--- config.mk ---
export PLATFORM = sky130hd
export DESIGN_NAME = fit_block_allocator_top
export DESIGN_NICKNAME = d
export VERILOG_FILES = /design/src/design/fba_pkg.sv /design/src/design/fba_ctrl.sv /design/src/design/fba_datapath.sv /design/src/design/fit_block_allocator_top.sv
export SDC_FILE = /design/constraint.sdc
export NUM_CORES = 1
export LEC_CHECK = 0
export BUFFER_PORTS_ARGS = -buffer_cell sky130_fd_sc_hd__buf_2
export CAP_MARGIN = 20
export CORE_MARGIN = 2
export CORE_UTILIZATION = 30
export CTS_BUF_LIST = sky130_fd_sc_hd__clkbuf_4 sky130_fd_sc_hd__clkbuf_8
export CTS_CLUSTER_DIAMETER = 50
export DETAILED_ROUTE_END_ITERATION = 8
export GPL_ROUTABILITY_DRIVEN = 0
export GPL_TIMING_DRIVEN = 0
export SYNTH_ARGS = -nofsm -noshare
export SYNTH_HDL_FRONTEND = slang
export SYNTH_SLANG_ARGS = --single-unit
--- constraint.sdc ---
create_clock -name aclk -period 7.42 [get_ports aclk]
set_clock_uncertainty 0.1 [all_clocks]
set_input_delay 0.742 -clock aclk [delete_from_list [all_inputs] [get_ports aclk]]
set_output_delay 0.742 -clock aclk [all_outputs]
set_load 0.03 [all_outputs]
--- src/design/fba_pkg.sv ---
`timescale 1ns / 1ps
`default_nettype none

package fba_pkg;

    // Table geometry
    localparam int NUM_BLOCKS = 16;
    localparam int SIZE_BITS  = 16;
    localparam int IDX_BITS   = (NUM_BLOCKS > 1) ? $clog2(NUM_BLOCKS) : 1;
    localparam int CNT_BITS   = $clog2(NUM_BLOCKS + 1);

    // Configuration port
    localparam int CFG_IDX_BITS  = 2;
    localparam int CFG_DATA_BITS = 5;
    localparam logic [CFG_IDX_BITS-1:0] CFG_FIT_MODE      = 2'd0;
    localparam logic [CFG_IDX_BITS-1:0] CFG_BLOCKS_IN_USE = 2'd1;
    localparam int BLOCKS_IN_USE_RESET = 16;

    // Fit modes; the unused code behaves as first fit
    localparam logic [1:0] MODE_FIRST = 2'd0;
    localparam logic [1:0] MODE_BEST  = 2'd1;
    localparam logic [1:0] MODE_WORST = 2'd2;

    // Transaction function codes
    localparam logic FUNC_LOAD  = 1'b0;
    localparam logic FUNC_ALLOC = 1'b1;

    typedef logic [SIZE_BITS-1:0] size_t;

    typedef struct packed {
        logic        func;
        logic [3:0]  load_index;
        logic [15:0] block_size;
        logic [15:0] request_size;
    } in_t;

    typedef struct packed {
        logic        granted;
        logic [3:0]  chosen_index;
        logic [15:0] remaining;
    } out_t;

    // Controller to datapath
    typedef struct packed {
        logic start;
        logic step;
        logic finish;
    } cmd_t;

    // Datapath to controller
    typedef struct packed {
        logic scan_done;
        logic out_free;
    } status_t;

endpackage

`default_nettype wire

--- src/design/fba_ctrl.sv ---
`timescale 1ns / 1ps
`default_nettype none

module fba_ctrl (
    input  wire logic            aclk,
    input  wire logic            aresetn,
    input  wire logic            s_valid,
    output logic                 s_ready,
    input  wire fba_pkg::status_t status,
    output fba_pkg::cmd_t        cmd
);

    typedef enum logic [2:0] {
        ST_IDLE   = 3'b001,
        ST_SCAN   = 3'b010,
        ST_FINISH = 3'b100
    } state_t;

    state_t state_reg, state_next;

    // State register
    always_ff @(posedge aclk) begin
        if (!aresetn) begin
            state_reg <= ST_IDLE;
        end else begin
            state_reg <= state_next;
        end
    end

    // Next state and commands
    always_comb begin
        state_next = state_reg;
        s_ready    = 1'b0;
        cmd        = '0;
        case (state_reg)
            ST_IDLE: begin
                s_ready = 1'b1;
                if (s_valid) begin
                    cmd.start  = 1'b1;
                    state_next = ST_SCAN;
                end
            end
            ST_SCAN: begin
                if (status.scan_done) begin
                    state_next = ST_FINISH;
                end else begin
                    cmd.step = 1'b1;
                end
            end
            ST_FINISH: begin
                // wait for the output register to free up
                if (status.out_free) begin
                    cmd.finish = 1'b1;
                    state_next = ST_IDLE;
                end
            end
            default: begin
                state_next = ST_IDLE;
            end
        endcase
    end

endmodule

`default_nettype wire

--- src/design/fba_datapath.sv ---
`timescale 1ns / 1ps
`default_nettype none

module fba_datapath (
    input  wire logic                                aclk,
    input  wire logic                                aresetn,
    input  wire logic                                cfg_we,
    input  wire logic [fba_pkg::CFG_IDX_BITS-1:0]    cfg_index,
    input  wire logic [fba_pkg::CFG_DATA_BITS-1:0]   cfg_data,
    input  wire fba_pkg::in_t                        s_data,
    input  wire fba_pkg::cmd_t                       cmd,
    output fba_pkg::status_t                         status,
    output logic                                     m_valid,
    input  wire logic                                m_ready,
    output fba_pkg::out_t                            m_data
);

    localparam int NB = fba_pkg::NUM_BLOCKS;
    localparam int IW = fba_pkg::IDX_BITS;
    localparam int CW = fba_pkg::CNT_BITS;

    // Configuration
    logic [1:0] fit_mode_reg;
    logic [4:0] blocks_in_use_reg;

    // Captured transaction
    logic             func_reg;
    logic [3:0]       load_index_reg;
    fba_pkg::size_t   block_size_reg;
    fba_pkg::size_t   request_reg;

    // Search state
    logic [CW-1:0]    scan_reg;
    logic             found_reg;
    logic [IW-1:0]    pick_reg;
    fba_pkg::size_t   left_reg;

    // Free size table and output register
    fba_pkg::size_t   table_reg [NB];
    logic             m_valid_reg;
    fba_pkg::out_t    m_data_reg;

    logic             mode_first;
    logic [CW-1:0]    count;
    fba_pkg::size_t   cur_size;
    fba_pkg::size_t   cur_left;
    logic             fits;
    logic             take;
    logic             load_in_range;

    always_ff @(posedge aclk) begin
        if (!aresetn) begin
            fit_mode_reg      <= fba_pkg::MODE_FIRST;
            blocks_in_use_reg <= 5'(fba_pkg::BLOCKS_IN_USE_RESET);
        end else if (cfg_we) begin
            if (cfg_index == fba_pkg::CFG_FIT_MODE) begin
                fit_mode_reg <= cfg_data[1:0];
            end else if (cfg_index == fba_pkg::CFG_BLOCKS_IN_USE) begin
                blocks_in_use_reg <= cfg_data[4:0];
            end
        end
    end

    // Search decode
    assign mode_first = (fit_mode_reg != fba_pkg::MODE_BEST) &&
                        (fit_mode_reg != fba_pkg::MODE_WORST);
    assign count = (32'(blocks_in_use_reg) > NB) ? CW'(NB) : CW'(blocks_in_use_reg);
    assign cur_size = table_reg[scan_reg[IW-1:0]];
    assign fits     = (request_reg <= cur_size);
    assign cur_left = cur_size - request_reg;

    always_comb begin
        take = 1'b0;
        if (fits) begin
            if (!found_reg) begin
                take = 1'b1;
            end else if (fit_mode_reg == fba_pkg::MODE_BEST) begin
                take = (cur_left < left_reg);
            end else if (fit_mode_reg == fba_pkg::MODE_WORST) begin
                take = (cur_left > left_reg);
            end
        end
    end

    assign load_in_range = (32'(load_index_reg) < NB);

    assign status.scan_done = (func_reg == fba_pkg::FUNC_LOAD) || (scan_reg == count) ||
                              (mode_first && found_reg);
    assign status.out_free  = !m_valid_reg || m_ready;

    // Capture and scan
    always_ff @(posedge aclk) begin
        if (cmd.start) begin
            func_reg       <= s_data.func;
            load_index_reg <= s_data.load_index;
            block_size_reg <= fba_pkg::SIZE_BITS'(s_data.block_size);
            request_reg    <= fba_pkg::SIZE_BITS'(s_data.request_size);
            scan_reg       <= '0;
            found_reg      <= 1'b0;
            pick_reg       <= '0;
            left_reg       <= '0;
        end else if (cmd.step) begin
            scan_reg <= scan_reg + CW'(1);
            if (take) begin
                found_reg <= 1'b1;
                pick_reg  <= scan_reg[IW-1:0];
                left_reg  <= cur_left;
            end
        end
    end

    // Table write back
    always_ff @(posedge aclk) begin
        if (!aresetn) begin
            for (int i = 0; i < NB; i++) begin
                table_reg[i] <= '0;
            end
        end else if (cmd.finish) begin
            if (func_reg == fba_pkg::FUNC_LOAD) begin
                if (load_in_range) begin
                    table_reg[IW'(load_index_reg)] <= block_size_reg;
                end
            end else if (found_reg) begin
                table_reg[pick_reg] <= left_reg;
            end
        end
    end

    // Output register
    always_ff @(posedge aclk) begin
        if (!aresetn) begin
            m_valid_reg <= 1'b0;
        end else if (cmd.finish) begin
            m_valid_reg <= 1'b1;
        end else if (m_ready) begin
            m_valid_reg <= 1'b0;
        end
    end

    always_ff @(posedge aclk) begin
        if (cmd.finish) begin
            if (func_reg == fba_pkg::FUNC_LOAD) begin
                m_data_reg.granted      <= 1'b0;
                m_data_reg.chosen_index <= load_index_reg;
                m_data_reg.remaining    <= load_in_range ? 16'(block_size_reg) : 16'd0;
            end else begin
                m_data_reg.granted      <= found_reg;
                m_data_reg.chosen_index <= found_reg ? 4'(pick_reg) : 4'd0;
                m_data_reg.remaining    <= found_reg ? 16'(left_reg) : 16'd0;
            end
        end
    end

    assign m_valid = m_valid_reg;
    assign m_data  = m_data_reg;

endmodule

`default_nettype wire

--- src/design/fit_block_allocator_top.sv ---
`timescale 1ns / 1ps
`default_nettype none

// Channel  | Ports                         | Contents
// input    | s_valid, s_ready, s_data      | func, load_index, block_size, request_size
// result   | m_valid, m_ready, m_data      | granted, chosen_index, remaining
// config   | cfg_we, cfg_index, cfg_data   | 0 fit_mode, 1 blocks_in_use
//
// One transaction at a time: the controller accepts it in ST_IDLE, scans the table
// entries one by one in ST_SCAN (up to blocks_in_use, 16 at most; first fit stops
// at the first hit) until it sees the scan end, then writes back in ST_FINISH. A
// load skips the scan. The scan goes through the single table read port.
// Synchronous active-low reset clears the table to zero and the config to defaults.
// A pending result is held in the output register; the next transaction is
// accepted meanwhile and waits at write-back until that result is taken.

module fit_block_allocator_top (
    input  wire logic                              aclk,
    input  wire logic                              aresetn,
    input  wire logic                              cfg_we,
    input  wire logic [fba_pkg::CFG_IDX_BITS-1:0]  cfg_index,
    input  wire logic [fba_pkg::CFG_DATA_BITS-1:0] cfg_data,
    input  wire logic                              s_valid,
    output logic                                   s_ready,
    input  wire fba_pkg::in_t                      s_data,
    output logic                                   m_valid,
    input  wire logic                              m_ready,
    output fba_pkg::out_t                          m_data
);

    fba_pkg::cmd_t    cmd;
    fba_pkg::status_t status;

    fba_ctrl u_ctrl (
        .aclk    (aclk),
        .aresetn (aresetn),
        .s_valid (s_valid),
        .s_ready (s_ready),
        .status  (status),
        .cmd     (cmd)
    );

    fba_datapath u_datapath (
        .aclk      (aclk),
        .aresetn   (aresetn),
        .cfg_we    (cfg_we),
        .cfg_index (cfg_index),
        .cfg_data  (cfg_data),
        .s_data    (s_data),
        .cmd       (cmd),
        .status    (status),
        .m_valid   (m_valid),
        .m_ready   (m_ready),
        .m_data    (m_data)
    );

endmodule

`default_nettype wire

-- After elaboration in Yosys (flattened, before gate mapping)
Memories as Yosys holds them, arrays and structs flattened. A register that Yosys moved wholly into a read port is not among the register bits.
Index checks and enable logic that the tools add are counted.
- memories: 1
- logic and storage cells: 89
- bits in writable memories: 256
- input bits: 49
- flip-flop bits (word level): 95
- output and inout port bits: 23
- muxes and demuxes: 39
- $lt $le $gt $ge: 4
- bitwise gates (word level): 2
- equal/unequal tests: 12
- reduce and logical (&&, ||, !) cells: 14
- add/subtract/negate cells: 2
- memory list (name ; depth ; bits a word ; read ports ; clocked after Yosys merged registers in ; write ports ; RTL line ; RTL):
    u_datapath.table_reg ; 16 ; 16 ; 1 ; 1 ; 16 ; fba_datapath.sv:39 ; fba_pkg::size_t table_reg [NB];
- operator list (cell ; number):
    2-to-1 mux 16 bit ; 3
    OR reduction 16 bit ; 2
    2-to-1 mux 1 bit ; 25
    2-to-1 mux 20 bit ; 1
    2-to-1 mux 4 bit ; 5
    greater-than comparator 16 bit ; 1
    less-or-equal comparator 16 bit ; 1
    less-than comparator 16 bit ; 1
    subtractor 16 bit ; 1
    2-to-1 mux 3 bit ; 3
    one-hot mux 3 bit (3 select lines) ; 1
    != test 2 bit, second input constant ; 4
    AND reduction 3 bit ; 2
    adder 5 x 1 -> 5 bit, second input constant ; 1
    equality test 5 bit ; 1
    greater-than comparator 5 bit, second input constant ; 1
    2-to-1 mux 5 bit ; 1
    equality test 2 x 1 -> 1 bit, second input constant ; 2
    AND reduction 2 bit ; 2
    equality test 3 x 1 -> 1 bit, second input constant ; 1
    equality test 3 x 2 -> 1 bit, second input constant ; 1
    equality test 3 bit, second input constant ; 1
    logical OR 1 bit ; 3
    equality test 2 bit, second input constant ; 1
    6 further kinds ; 8

-- Longest topological paths before layout
- depth after elaboration: 10
- depth in mapped cells: 21
- depth with buffers taken out: 19

-- By module
Synthesis repeated with hierarchy kept, for this count alone.
- cells, all modules: 1255
- area total of the unflattened synthesis: 16607.2 sq um
- modules (own cells, without submodules) (module ; cells an instance ; seq. area each (sq um) ; area each (sq um) ; instances):
    fba_datapath ; 1232 ; 10189.8 ; 16408.2 ; 1
    fba_ctrl ; 23 ; 60.1 ; 198.9 ; 1

-- Least setup slack after synthesis
OpenSTA, ideal clock, no wires.
- path type: register -> register
- start: register with a tool-made name
- end: register u_datapath.left_reg[12]
- stages on the path, launching flop included: 21
- library setup time: 0.184 ns
- period minus slack after synthesis: 5.629 ns
- required time: 7.136 ns
- path slack: 1.791 ns
- path buffers: 3
- data arrival time: 5.345 ns
- cell sequence: dfxtp_1 -> clkbuf_1 -> buf_2 -> mux4_2 -> mux4_2 -> ha_1 -> a21oi_1 -> o21ai_0 -> or3_1 -> o22ai_1 -> o311ai_0 -> xor2_1 -> ha_1 -> and3_1 -> and3_1 -> a221oi_1 -> a31oi_1 -> o211ai_4 -> buf_2 -> mux2i_1 -> nor2_1
- RTL lines (what ; RTL line ; RTL):
    end signal, assigned ; fba_datapath.sv:107 ; left_reg <= cur_left;
    end, declared ; fba_datapath.sv:36 ; fba_pkg::size_t left_reg;

==> summary.txt <==
Outcome
  – Outcome: finished, final reports clean

Synth
  – Unique cell type count in the Yosys netlist: 53
  – Post-synth top area cell: edfxtp_1
  – Share of the synthesized area in the top cell type: 58.7%
  – Synth top cells by count: nor2_1 (321), edfxtp_1 (314), mux4_2 (80)
  – Synthesis Warnings: 0
  – Seq/Total Area, Yosys: 63.8%
  – Synth Instances: 1,216
  – Post-synth ARST share: 0%
  – Post-synth top flop: edfxtp_1
  – Dominant cells by area after synthesis: edfxtp_1 (59%), mux4_2 (11%), nor2_1 (7.5%)
  – Post-synth EDFFs: around 310
  – Post-synthesis net count: 1,302
  – Number of synthesized register bits: between 300 and 400
  – Count leader, synth: nor2_1
  – Synthesized cell area: 16,100 um2
  – Synthesized area per cell: 13.2 um2

Die
  – Core ar.: 52,800 um2
  – Io pins: between 70 and 80
  – Area of the die: 55,400 um2
  – Die Wd: roughly 240 um
  – Starting Density: 30.4%
  – Die Height: 235 um
  – Cell Rows: between 80 and 90

Setup path
  – Kind of cell adding the most delay to the critical path: compound AO/OA/AOI/OAI gates
  – Flop-to-flop setup slack: 0.47 ns
  – Worst reg2reg path depth: 20
  – Crit path max-delay cell type: a221oi_1
  – Worst Setup Path Type: flop to flop
  – Crit-path max cell delay: 0.59 ns
  – Arr. time, crit path: 7.36 ns
  – Crit-path cells: clkbuf_1 -> clkbuf_1 -> mux4_2 -> mux4_2 -> ha_1 -> a21oi_1 -> o21ai_0 -> or3_1 -> o22ai_1 -> o311ai_0 -> xor2_1 -> ha_1 -> and3_1 -> and3_1 -> a221oi_1 -> a31oi_1 -> o211ai_4 -> buf_4 -> mux2i_1 -> nor2_1
  – End of the worst register-to-register path: u_datapath.left_reg[4]
  – Startpoint Class: flop
  – Critical Path End: u_datapath.left_reg[4]
  – Capturing element type of the critical path: flop
  – WP data required: 7.83 ns
  – WP depth: 20
  – CP Max Fanout: 10
  – Crit path buffers/inverters: 3

Global routing
  – First-pass GRT wire length: 61.0 mm
  – Largest net degree at the start of global routing: 39
  – Total Routing Usage GR: 14.2%
  – Total gr overflow: 0
  – Vias in the first global route: 10,600
  – Initial antenna violation count: 0

Placement
  – Placed cell area: ~17,000 um2
  – I/O Buffers: 70
  – Placed cells: 1,975
  – Hpwl dp: between 20 and 30 mm
  – Setup Slack @ Placement: roughly 0.15 ns

Timing
  – Final setup vio count: 0
  – Fin. Hold Viols: 0
  – RSZ-0062 raised after global routing: no
  – Period minus WS final: 6.95 ns
  – Max-slew headroom: 31.5%
  – Final worst slack: 0.466 ns
  – WHS: 0.181 ns
  – Pins Over Slew Limit: 0
  – Achievable Freq: 144 MHz
  – Ratio of final minimum period to clock period: 93.7%
  – Tightest Pin Transition: 1.03 ns
  – Setup TNS Final: 0 ns

Routing
  – Drt drc: 0
  – Final WL: 39.1 mm
  – DRT iter0 DRCs: around 750
  – Vias: 10,000
  – Vias per cell: 4.81
  – DRT Pass-1 Iters: 5
  – Post-DRT Antenna Nets: 0
  – Avg WL per Cell: ~19 um

Power
  – Leakage: 6.79 nW
  – P_int: ~3.4 mW
  – Reg power frac: 51.7%
  – Sw Share: 23.5%
  – NetSw: 1.03 mW
  – Total power: 4.39 mW
  – Clk pwr share: 40.3%
  – Largest vdd supply drop: 0.137 mV
  – Comb power frac: approximately 8%
  – Power per cell area: around 240 nW/um2

Cells and area
  – Final Util: approximately a third
  – Finished Cell Area: 18,500 um2
  – # diodes: 0
  – Final non-filler cell total: 2,078
  – Share of post-route cells with drive strength above 1: 20.6%
  – Max FFs per register: 256
  – Fillers: around 5,200
  – Final net count: between 1,000 and 1,500
  – Layout Area Growth over Synthesis: 15.1%

CTS
  – Root Buffer: clkbuf_8
  – Post-CTS setup buffers: 0
  – CTS tree: built
  – Cts bufs inserted: just under 60
  – Clock Path Buffers: 3
  – Hold-fix buffers, CTS: 0
  – Sink Count: 355
  – H-Tree Level Count: 2
  – Clk_lat worst skew: 0.64 ns
  – Reg clk slew, reported paths: 0.07 ns

Flow run
  – Max-cap viol count: 0

Worst hold path
  – Hold crit path type: input pin to flop
  – HP Start: s_data[1]
==> logic make-up (layout without fill, tap and decap cells) <==
family / after synthesis / after routing / synth area share, %
adders and majority gates: 37 / 37 / 2.93
and+or+nand+nor: 451 / 451 / 11.6
AOI/OAI and AO/OA: 117 / 117 / 4.60
buffers and inverters: 134 / 308 / 3.37
xor gates and xnor gates: 16 / 16 / 0.872
DFF: 355 / 355 / 63.8
muxes: 106 / 106 / 12.9
==> placed cells by master, fill, tap and decap left out, types with 7 or more instances in the layout <==
cell type	count
a21oi_1	33
buf_2	99
clkbuf_1	33
clkbuf_4	21
clkbuf_8	63
clkinv_1	9
clkinv_2	7
dfxtp_1	40
edfxtp_1	314
ha_1	36
inv_1	63
mux2i_1	24
mux4_2	80
nand2_1	57
nand3_1	27
nor2_1	321
nor2b_1	12
o21ai_0	37
xnor2_1	9
xor2_1	7
==> metal layers <==
| metal | up-vias | track usage [%] | part of all wire [%] |
|---|---|---|---|
| li1 | 4684 | - | - |
| met1 | 4985 | 17.6 | 42 |
| met2 | 280 | 25.0 | 50 |
| met3 | 56 | 3.28 | 6.1 |
| met4 | 0 | 3.73 | 2.0 |
| met5 | - | 0 | 0 |
==> final cells by class <==
cell class / count / area [um2] / share of cell area [%]
multi-input cells: 727 / 5270 / 28.5
repair buffers: 71 / 370 / 2.00
well taps: 688 / 861 / 4.66
clock buffers: 84 / 1020 / 5.54
flip-flops and latches: 355 / 10300 / 55.4
clock inverters: 20 / 168 / 0.907
inverters: 64 / 240 / 1.30
plain buffers: 69 / 304 / 1.64
==> how the worst min path moves through the flow <==
| stage | end | slack, ns | depth (start not counted) |
|---|---|---|---|
| global route | u_datapath.request_reg[1] | 0.14 | 1 |
| detailed placement | u_datapath.left_reg[7] | 0.37 | 2 |
| global placement | u_datapath.left_reg[7] | 0.37 | 2 |
| CTS | u_datapath.request_reg[11] | 0.12 | 1 |
| floorplan | u_datapath.left_reg[7] | 0.35 | 2 |
| finish | u_datapath.request_reg[1] | 0.18 | 1 |
==> repair_timing <==
action,in CTS,in global routing
hold endpoints to repair,0,0
setup endpoints to repair,0,17
resized for setup,0,9
==> power by group through the flow <==
stage | clock, mW | sequential (mW) | combinational [mW]
floorplan | 0 | 2.30 | 0.239
global placement | 0 | 2.31 | 0.346
detailed placement | 0 | 2.31 | 0.355
CTS | 1.81 | 2.27 | 0.357
global route | 1.90 | 2.27 | 0.390
finish | 1.77 | 2.27 | 0.354
No activity file was read; power rests on OpenSTA's default activity.
